`config.mk`:
```
export PLATFORM = sky130hd
export DESIGN_NAME = modbus_rtu_request_framer_core
export DESIGN_NICKNAME = d
export VERILOG_FILES = /design/src/rtl/core/mrf_pkg.sv /design/src/rtl/core/mrf_ctrl.sv /design/src/rtl/core/mrf_datapath.sv /design/src/rtl/core/modbus_rtu_request_framer_core.sv
export SDC_FILE = /design/constraint.sdc
export NUM_CORES = 1
export LEC_CHECK = 0
export BUFFER_PORTS_ARGS = -buffer_cell sky130_fd_sc_hd__buf_4
export CAP_MARGIN = 20
export CORE_MARGIN = 2
export CORE_UTILIZATION = 60
export DETAILED_ROUTE_END_ITERATION = 12
export PLACE_DENSITY = 0.91
export SYNTH_ARGS = -nofsm -noshare
export SYNTH_HDL_FRONTEND = slang
export SYNTH_SLANG_ARGS = --single-unit
```
`constraint.sdc`:
```
create_clock -name clk -period 9.58 [get_ports clk]
set_clock_uncertainty 0.2 [all_clocks]
set_input_delay 1.437 -clock clk [delete_from_list [all_inputs] [get_ports clk]]
set_output_delay 1.437 -clock clk [all_outputs]
set_load 0.05 [all_outputs]
```
`src/rtl/core/mrf_pkg.sv`:
```
`timescale 1ns / 1ps
`default_nettype none

package mrf_pkg;

  // modbus function codes and fixed frame fields
  localparam logic [7:0] FuncRead   = 8'h03;
  localparam logic [7:0] FuncWrite  = 8'h10;
  localparam logic [7:0] WriteRegsH = 8'h00;
  localparam logic [7:0] WriteRegsL = 8'h02;
  localparam logic [7:0] WriteBytes = 8'h04;

  // crc-16/modbus
  localparam logic [15:0] CrcInit = 16'hFFFF;
  localparam logic [15:0] CrcPoly = 16'hA001;

  // request kinds
  localparam logic ReqRead  = 1'b0;
  localparam logic ReqWrite = 1'b1;

  // byte positions in a frame
  localparam int unsigned IdxW = 4;
  localparam logic [IdxW-1:0] BodyRead       = 4'd6;
  localparam logic [IdxW-1:0] BodyWrite      = 4'd11;
  localparam logic [IdxW-1:0] FrameLastRead  = 4'd7;
  localparam logic [IdxW-1:0] FrameLastWrite = 4'd12;

  localparam logic [7:0] SlaveReset = 8'h01;

  // one request item
  typedef struct packed {
    logic               req_type;
    logic [15:0]        reg_address;
    logic [15:0]        read_count;
    logic signed [31:0] write_value;
  } mrf_req_t;

  // one frame byte item
  typedef struct packed {
    logic [7:0] frame_byte;
    logic       last_byte;
  } mrf_res_t;

  // controller to datapath
  typedef struct packed {
    logic            load;
    logic            emit;
    logic [IdxW-1:0] idx;
  } mrf_cmd_t;

  // datapath to controller
  typedef struct packed {
    logic out_free;
    logic is_write;
  } mrf_status_t;

  // advance the crc register by one byte, lsb first
  function automatic logic [15:0] crc_byte(input logic [15:0] crc_in, input logic [7:0] b);
    logic [15:0] c;
    c = crc_in ^ {8'h00, b};
    for (int i = 0; i < 8; i++) begin
      if (c[0]) begin
        c = (c >> 1) ^ CrcPoly;
      end else begin
        c = c >> 1;
      end
    end
    return c;
  endfunction

endpackage

`default_nettype wire

```
`src/rtl/core/mrf_ctrl.sv`:
```
`timescale 1ns / 1ps
`default_nettype none

module mrf_ctrl (
  input  wire                  clk,
  input  wire                  rst,
  input  wire                  req_valid,
  output logic                 req_ready,
  input  mrf_pkg::mrf_status_t status,
  output mrf_pkg::mrf_cmd_t    cmd
);

  typedef enum logic {
    ST_IDLE,
    ST_BUSY
  } state_t;

  state_t                      state;
  logic [mrf_pkg::IdxW-1:0]    idx;
  logic [mrf_pkg::IdxW-1:0]    last_idx;
  logic                        emit;
  logic                        emit_last;
  logic                        load;

  // index of the final crc byte for the frame in flight
  assign last_idx  = status.is_write ? mrf_pkg::FrameLastWrite : mrf_pkg::FrameLastRead;

  // one byte per cycle whenever the output register can take it
  assign emit      = (state == ST_BUSY) && status.out_free;
  assign emit_last = emit && (idx == last_idx);

  // a new request may enter while the last byte of the previous one goes out
  assign req_ready = (state == ST_IDLE) || emit_last;
  assign load      = req_valid && req_ready;

  assign cmd.load = load;
  assign cmd.emit = emit;
  assign cmd.idx  = idx;

  // state and byte index
  always_ff @(posedge clk) begin
    if (rst) begin
      state <= ST_IDLE;
      idx   <= '0;
    end else begin
      unique case (state)
        ST_IDLE: begin
          if (load) begin
            state <= ST_BUSY;
            idx   <= '0;
          end
        end
        ST_BUSY: begin
          if (emit_last) begin
            idx <= '0;
            if (!load) begin
              state <= ST_IDLE;
            end
          end else if (emit) begin
            idx <= idx + 1'b1;
          end
        end
        default: begin
          state <= ST_IDLE;
          idx   <= '0;
        end
      endcase
    end
  end

endmodule

`default_nettype wire

```
`src/rtl/core/mrf_datapath.sv`:
```
`timescale 1ns / 1ps
`default_nettype none

module mrf_datapath (
  input  wire                  clk,
  input  wire                  rst,
  input  wire                  cfg_we,
  input  wire [7:0]            cfg_wdata,
  input  mrf_pkg::mrf_req_t    req_item,
  input  mrf_pkg::mrf_cmd_t    cmd,
  output mrf_pkg::mrf_status_t status,
  output logic                 frame_valid,
  input  wire                  frame_ready,
  output mrf_pkg::mrf_res_t    frame_item
);

  logic [7:0]               slave_address;
  mrf_pkg::mrf_req_t        req_q;
  logic [15:0]              crc;
  logic [7:0]               cur_byte;
  logic [mrf_pkg::IdxW-1:0] body;
  logic                     in_body;
  logic                     is_last;

  // slave address register
  always_ff @(posedge clk) begin
    if (rst) begin
      slave_address <= mrf_pkg::SlaveReset;
    end else if (cfg_we) begin
      slave_address <= cfg_wdata;
    end
  end

  assign body    = (req_q.req_type == mrf_pkg::ReqWrite) ? mrf_pkg::BodyWrite
                                                          : mrf_pkg::BodyRead;
  assign in_body = cmd.idx < body;
  assign is_last = cmd.idx == (body + 4'd1);

  // byte select for the current frame position
  always_comb begin
    cur_byte = 8'h00;
    if (cmd.idx == body) begin
      cur_byte = crc[7:0];
    end else if (is_last) begin
      cur_byte = crc[15:8];
    end else begin
      case (cmd.idx)
        4'd0:    cur_byte = slave_address;
        4'd1:    cur_byte = (req_q.req_type == mrf_pkg::ReqWrite) ? mrf_pkg::FuncWrite
                                                                   : mrf_pkg::FuncRead;
        4'd2:    cur_byte = req_q.reg_address[15:8];
        4'd3:    cur_byte = req_q.reg_address[7:0];
        4'd4:    cur_byte = (req_q.req_type == mrf_pkg::ReqWrite) ? mrf_pkg::WriteRegsH
                                                                   : req_q.read_count[15:8];
        4'd5:    cur_byte = (req_q.req_type == mrf_pkg::ReqWrite) ? mrf_pkg::WriteRegsL
                                                                   : req_q.read_count[7:0];
        4'd6:    cur_byte = mrf_pkg::WriteBytes;
        4'd7:    cur_byte = req_q.write_value[31:24];
        4'd8:    cur_byte = req_q.write_value[23:16];
        4'd9:    cur_byte = req_q.write_value[15:8];
        4'd10:   cur_byte = req_q.write_value[7:0];
        default: cur_byte = 8'h00;
      endcase
    end
  end

  // request capture and running crc
  always_ff @(posedge clk) begin
    if (cmd.load) begin
      req_q <= req_item;
      crc   <= mrf_pkg::CrcInit;
    end else if (cmd.emit && in_body) begin
      crc <= mrf_pkg::crc_byte(crc, cur_byte);
    end
  end

  // output register
  always_ff @(posedge clk) begin
    if (rst) begin
      frame_valid <= 1'b0;
    end else if (cmd.emit) begin
      frame_valid <= 1'b1;
    end else if (frame_ready) begin
      frame_valid <= 1'b0;
    end
  end

  always_ff @(posedge clk) begin
    if (cmd.emit) begin
      frame_item.frame_byte <= cur_byte;
      frame_item.last_byte  <= is_last;
    end
  end

  assign status.out_free = !frame_valid || frame_ready;
  assign status.is_write = req_q.req_type == mrf_pkg::ReqWrite;

endmodule

`default_nettype wire

```
`src/rtl/core/modbus_rtu_request_framer_core.sv`:
```
// modbus rtu request framer
// request channel (req_valid/req_ready/req_item): one item per request, either
// a read of holding registers or a write of two registers with a 32-bit value.
// frame channel (frame_valid/frame_ready/frame_item): the frame bytes in wire
// order, crc-16/modbus low byte then high byte, last_byte set on the final one.
// a read request gives 8 bytes, a write request 13 bytes.
// cfg_we/cfg_wdata write the station address placed in the first byte; write
// it only while no frame is in flight.
// once a request is accepted the sequencer goes busy, and then the first byte
// enters the output register; one byte per cycle while the receiver does not
// stall; the next request is taken in the cycle the last byte enters the output register.
// the rate is set by the byte sequencer, which forms and crc-folds one byte a
// cycle.
// when the receiver stalls, the output register holds its byte and the
// sequencer waits; nothing is lost.
// reset (rst, synchronous) empties the output register, drops any frame in
// progress and sets the station address to 1.
`timescale 1ns / 1ps
`default_nettype none

module modbus_rtu_request_framer_core (
  input  wire                clk,
  input  wire                rst,
  input  wire                req_valid,
  output logic               req_ready,
  input  mrf_pkg::mrf_req_t  req_item,
  output logic               frame_valid,
  input  wire                frame_ready,
  output mrf_pkg::mrf_res_t  frame_item,
  input  wire                cfg_we,
  input  wire [7:0]          cfg_wdata
);

  mrf_pkg::mrf_cmd_t    cmd;
  mrf_pkg::mrf_status_t status;

  // byte sequencer
  mrf_ctrl u_ctrl (
    .clk       (clk),
    .rst       (rst),
    .req_valid (req_valid),
    .req_ready (req_ready),
    .status    (status),
    .cmd       (cmd)
  );

  // request store, byte select, crc and output register
  mrf_datapath u_datapath (
    .clk         (clk),
    .rst         (rst),
    .cfg_we      (cfg_we),
    .cfg_wdata   (cfg_wdata),
    .req_item    (req_item),
    .cmd         (cmd),
    .status      (status),
    .frame_valid (frame_valid),
    .frame_ready (frame_ready),
    .frame_item  (frame_item)
  );

endmodule

`default_nettype wire
```
* Yosys cells after proc, flatten, opt, wreduce, memory -nomap -nowiden
Cells that the tools add are included.
** Word-level totals
- Input port bits :: 78
- Output and inout bits :: 11
- Flip-flop bits (word level) :: 104
** Operators by class
- Reduce and logical (&&, ||, !) cells :: 10
- Equal/unequal tests :: 15
- Add/sub/neg operators :: 2
- Bitwise operators :: 10
- $lt $le $gt $ge :: 1
- Multiplexer cells :: 39
** Operator list (count)
- $mux W16 :: 22
- $pmux W8 S11 :: 1
- $mux W8 :: 4
- $not A2 Y3 :: 8
- $mux W4 :: 5
- $eq A4 B3 Y1 const B :: 4
- $xor A16 B8 Y16 :: 1
- $eq A4 B4 Y1 :: 3
- $eq A4 B4 Y1 const B :: 3
- $add A4 B1 Y4 const B :: 2
- $eq A4 B2 Y1 const B :: 2
- $pmux W4 S2 :: 1
- $mux W5 :: 1
- $eq A4 B1 Y1 const B :: 1
- $logic_and A1 B1 Y1 :: 4
- $logic_not A4 Y1 :: 1
- $lt A4 B4 Y1 :: 1
- $mux W1 :: 4
- $ne A3 B3 Y1 const B :: 1
- $logic_or A1 B1 Y1 :: 2
- $ne A2 B1 Y1 const B :: 1
- $pmux W1 S2 :: 1
- $reduce_and A2 Y1 :: 1
- $reduce_bool A2 Y1 :: 1
- other kinds (2) :: 2

* Logic depth before layout (Yosys ltp)
- Word-level depth :: 36
- Mapped depth :: 15
- Gate-level depth less buffers :: 13

* Modules after synthesis
From an unflattened synthesis, not the netlist that was laid out.
** Unflattened totals
- Cell total of the unflattened synthesis :: 383
- Area, all modules :: 4713.3 um^2
** Modules (own cells, without submodules)
- mrf_datapath :: cells an instance 349, area an instance 4413.0 um^2, times used 1
- mrf_ctrl :: cells an instance 34, area an instance 300.3 um^2, times used 1

* Worst setup path after synthesis
OpenSTA, ideal clock, no wires.
- Path type :: reg2reg
- Start point :: reg u_datapath.req_q, in the netlist u_datapath.status[0]
- End point :: reg u_datapath.req_q[0] (netlist name), enable pin
- Arrival time :: 4.482 ns
- Clock period less this slack :: 5.104 ns
- Stages on the path, launching flop included :: 11
- Path buffers :: 3
- Slack :: 4.476 ns
- Cell sequence :: edfxtp_1 -> buf_2 -> inv_1 -> ha_1 -> nand3b_1 -> or2_1 -> buf_6 -> buf_4 -> o21ai_0 -> nand2_1 -> inv_1
** RTL lines
- start, declared :: line mrf_datapath.sv:18 : mrf_pkg::mrf_req_t req_q;
- start signal, assigned :: line mrf_datapath.sv:70 : req_q <= req_item;

* Worst setup path in the final report
- Start point :: reg u_datapath.req_q, in the netlist u_datapath.status[0]
- End point :: out req_ready
** Between the ends
- Word-level cells in the longest chain between the ends :: 4
** Ends and longest elaborated chain
- $mux W4 :: line mrf_ctrl.sv:26 : assign last_idx = status.is_write ? mrf_pkg::FrameLastWrite : mrf_pkg::FrameLastRead;
- $eq A4 B4 Y1 :: line mrf_ctrl.sv:30 : assign emit_last = emit && (idx == last_idx);
- $logic_and A1 B1 Y1 :: line mrf_ctrl.sv:30
- $logic_or A1 B1 Y1 :: line mrf_ctrl.sv:33 : assign req_ready = (state == ST_IDLE) || emit_last;
- end, declared :: line modbus_rtu_request_framer_core.sv:25 : output logic req_ready,
Every way passes these cells.

==> results_dict.tcl <==
set metrics [dict create \
    status "complete, no violations" \
    drt_iter0_drc 247 \
    fmax_mhz 220 \
    synthSimpleGateAreaFrac 0.116 \
    drc 0 \
    cts_hold_repair.buffers 0 \
    seq_power_share 0.510 \
    drt-vias-per-instance 5.92 \
    period_share 0.475 \
    gp_congestion 0.949 \
    nNetsFinal 549 \
    leakagePower_uw 0.00218 \
    detail_route.wl_per_cell_um 18.4 \
    worstMarginPinSlew_ns 1.05 \
    combPwrFrac 0.245 \
    p_clk_frac 0.245 \
    ant_nets 0 \
    dpl.hpwl_um 7490 \
    crit_required_ns 7.94 \
    dp.cells 555 \
    maxCapViolCount 0 \
    syn_to_final_growth_pct 18.4 \
    rsz0062_at_grt "false" \
    syn_avg_cell_area_um2 12.4 \
    async_flop_share 0 \
    r2r_start "u_datapath.status[0]" \
    grt_pass1_wl_um 16800 \
    die_w_um 93.0 \
    finalNonFillerCells 571 \
    setup_tns_ns 0 \
    critPathArrivalTime_ns 2.91 \
    yosysUniqueCellTypes 63 \
    clockBufferDepth 2 \
    vias 3379 \
    pwr_density_cell_nw_per_um2 194 \
    yosysMostFrequentCell "edfxtp_1" \
    holdCritPathClass "reg -> reg" \
    rows 32 \
    yosysWarnings 0 \
    post-route-util 0.732 \
    yosys.area_share.adder 0.0184 \
    netlist_area_um2 4750 \
    slew_headroom 0.297 \
    synth_cells 384 \
    antenna_cells 0 \
    core_area_um2 7690 \
    crit_start "u_datapath.status[0]" \
    grt_max_degree 70 \
    reg2reg_slack_ns 5.29 \
    synthesis.nets 469 \
    worst_slack_ns 5.03 \
    fin_crit_ns 4.55 \
    intPower_uw 771 \
    ir_drop_v 0.000137 \
    switching_share 0.292 \
    holdCritStartpoint "u_datapath.slave_address[7]" \
    first_pass_iters 6 \
    grt_pass1_vias 3343 \
    p_sw_uw 319 \
    ys_ff_latch 104 \
    synth-edff-count 74 \
    antenna_found_initial 0 \
    finalMaxSlewViolations 0 \
    cts.clk_slew.worst_paths_ns 0.11 \
    cts_buffers 9 \
    htreeDepth 3 \
    crit_fanout 14 \
    critPathKind "reg -> out" \
    clock-sinks 104 \
    initial_core_util 0.618 \
    synth_ff_type "edfxtp_1" \
    groute.usage.overall 0.259 \
    place_ws_ns 5.35 \
    cts_tree "yes" \
    hold-worst-slack_ns 0.308 \
    detail_route.wirelength_um 10500 \
    synth_xor_area_frac 0.0579 \
    yosysTopAreaCellShare 0.468 \
    synth_top_area_cell "edfxtp_1" \
    layout-drive-gt1-share 0.271 \
    synth_compound_area_frac 0.139 \
    synth.area.top_cells "edfxtp_1, dfxtp_1, nand2_1" \
    setup_viol 0 \
    muxShareOfSynthArea 0.0340 \
    ctsResizeCount 0 \
    die_h_um 93.0 \
    dieArea_um2 8650 \
    clk_latency_ns 0.38 \
    yosys-top-cells-count "edfxtp_1, nand2_1, dfxtp_1, nor2_1, a21oi_1" \
    grt_overflow 0 \
    crit_path_start_kind "register" \
    io_buffers 88 \
    cts_setup_buffers 0 \
    finalHoldViolations 0 \
    synth_top_family_by_area "compound AO/OA/AOI/OAI gates" \
    yosysSeqAreaShare 0.594 \
    root_buffer "clkbuf_8" \
    end_kind "output port" \
    pin_count 89 \
]
-- routing by layer --
metal | GRT usage | part of all wire | up-vias
met4 | 0.119 | 0.032 | 0
met5 | 0 | 0 | -
met1 | 0.343 | 0.41 | 1564
li1 | - | - | 1593
met3 | 0.0661 | 0.081 | 34
met2 | 0.406 | 0.48 | 188
-- final cells by class --
cell class,instances,area (um2)
inverter,11,53.8
timing repair buffer,92,691
sequential,104,2820
fill,520,2060
clock buffer,10,138
clock inverter,6,60.1
tap,102,128
multi-input combinational,246,1730
-- sequential cells by signal (all words and copies together), names as in the netlist --
name                      count
u_datapath.frame_item         9
u_ctrl.idx                    4
u_datapath.status             1
u_datapath.req_q             64
u_ctrl.state                  1
u_datapath.crc               16
u_datapath.frame_valid        1
u_datapath.slave_address      8
-- logic make-up (layout without fill, tap and decap cells) --
group | Yosys count | count (layout)
simple gates | 111 | 111
flops | 104 | 104
compound gates | 88 | 88
buf+inv | 34 | 119
xor+xnor | 24 | 24
mux | 16 | 16
fa+ha+maj | 7 | 7
-- cells in the final DEF (no fill, tap or decap), types with 4 or more instances in the layout --
master	count
inv_1	8
clkbuf_8	10
nand3_1	4
nor4bb_1	4
buf_4	92
nor2_1	25
mux2i_1	15
a221oi_1	9
o21ai_0	7
o211ai_1	7
o22ai_1	4
edfxtp_1	74
a211oi_1	5
nor2b_1	6
nand2_1	45
nand2b_1	5
xnor2_1	15
ha_1	7
nor3_1	4
a22oi_1	6
a21oi_1	18
dfxtp_1	30
-- power by group through the flow --
stage / clock network, uW / logic, uW / registers (uW)
floorplan: 0 / 191 / 567
global placement: 0 / 256 / 562
detailed placement: 0 / 264 / 565
CTS: 273 / 265 / 555
global route: 290 / 290 / 559
finish: 267 / 267 / 555
-- final timing paths --
| kind | endpoint | cells past startpoint |
|---|---|---|
| setup / recovery | req_ready | 6 |
| hold / removal | u_datapath.slave_address[7] | 2 |
| setup reg to reg | u_datapath.crc[0] | 13 |
| hold reg to reg | u_datapath.slave_address[7] | 2 |
-- per-stage QoR --
stage | instance area, um2 | power [uW]
floorplan | 4750 | 758
global placement | 5430 | 818
detailed placement | 5430 | 828
CTS | 5630 | 1090
global route | 5630 | 1140
finish | 5630 | 1090
-- critical path, cell delays in order, from the launching register on --
cell,delay (ns)
edfxtp_1,0.64
inv_1,0.15
ha_1,0.37
nand3b_1,0.13
or2_1,0.52
o21ai_0,0.45
buf_4,0.28
Power figures use the tool's default switching activity.
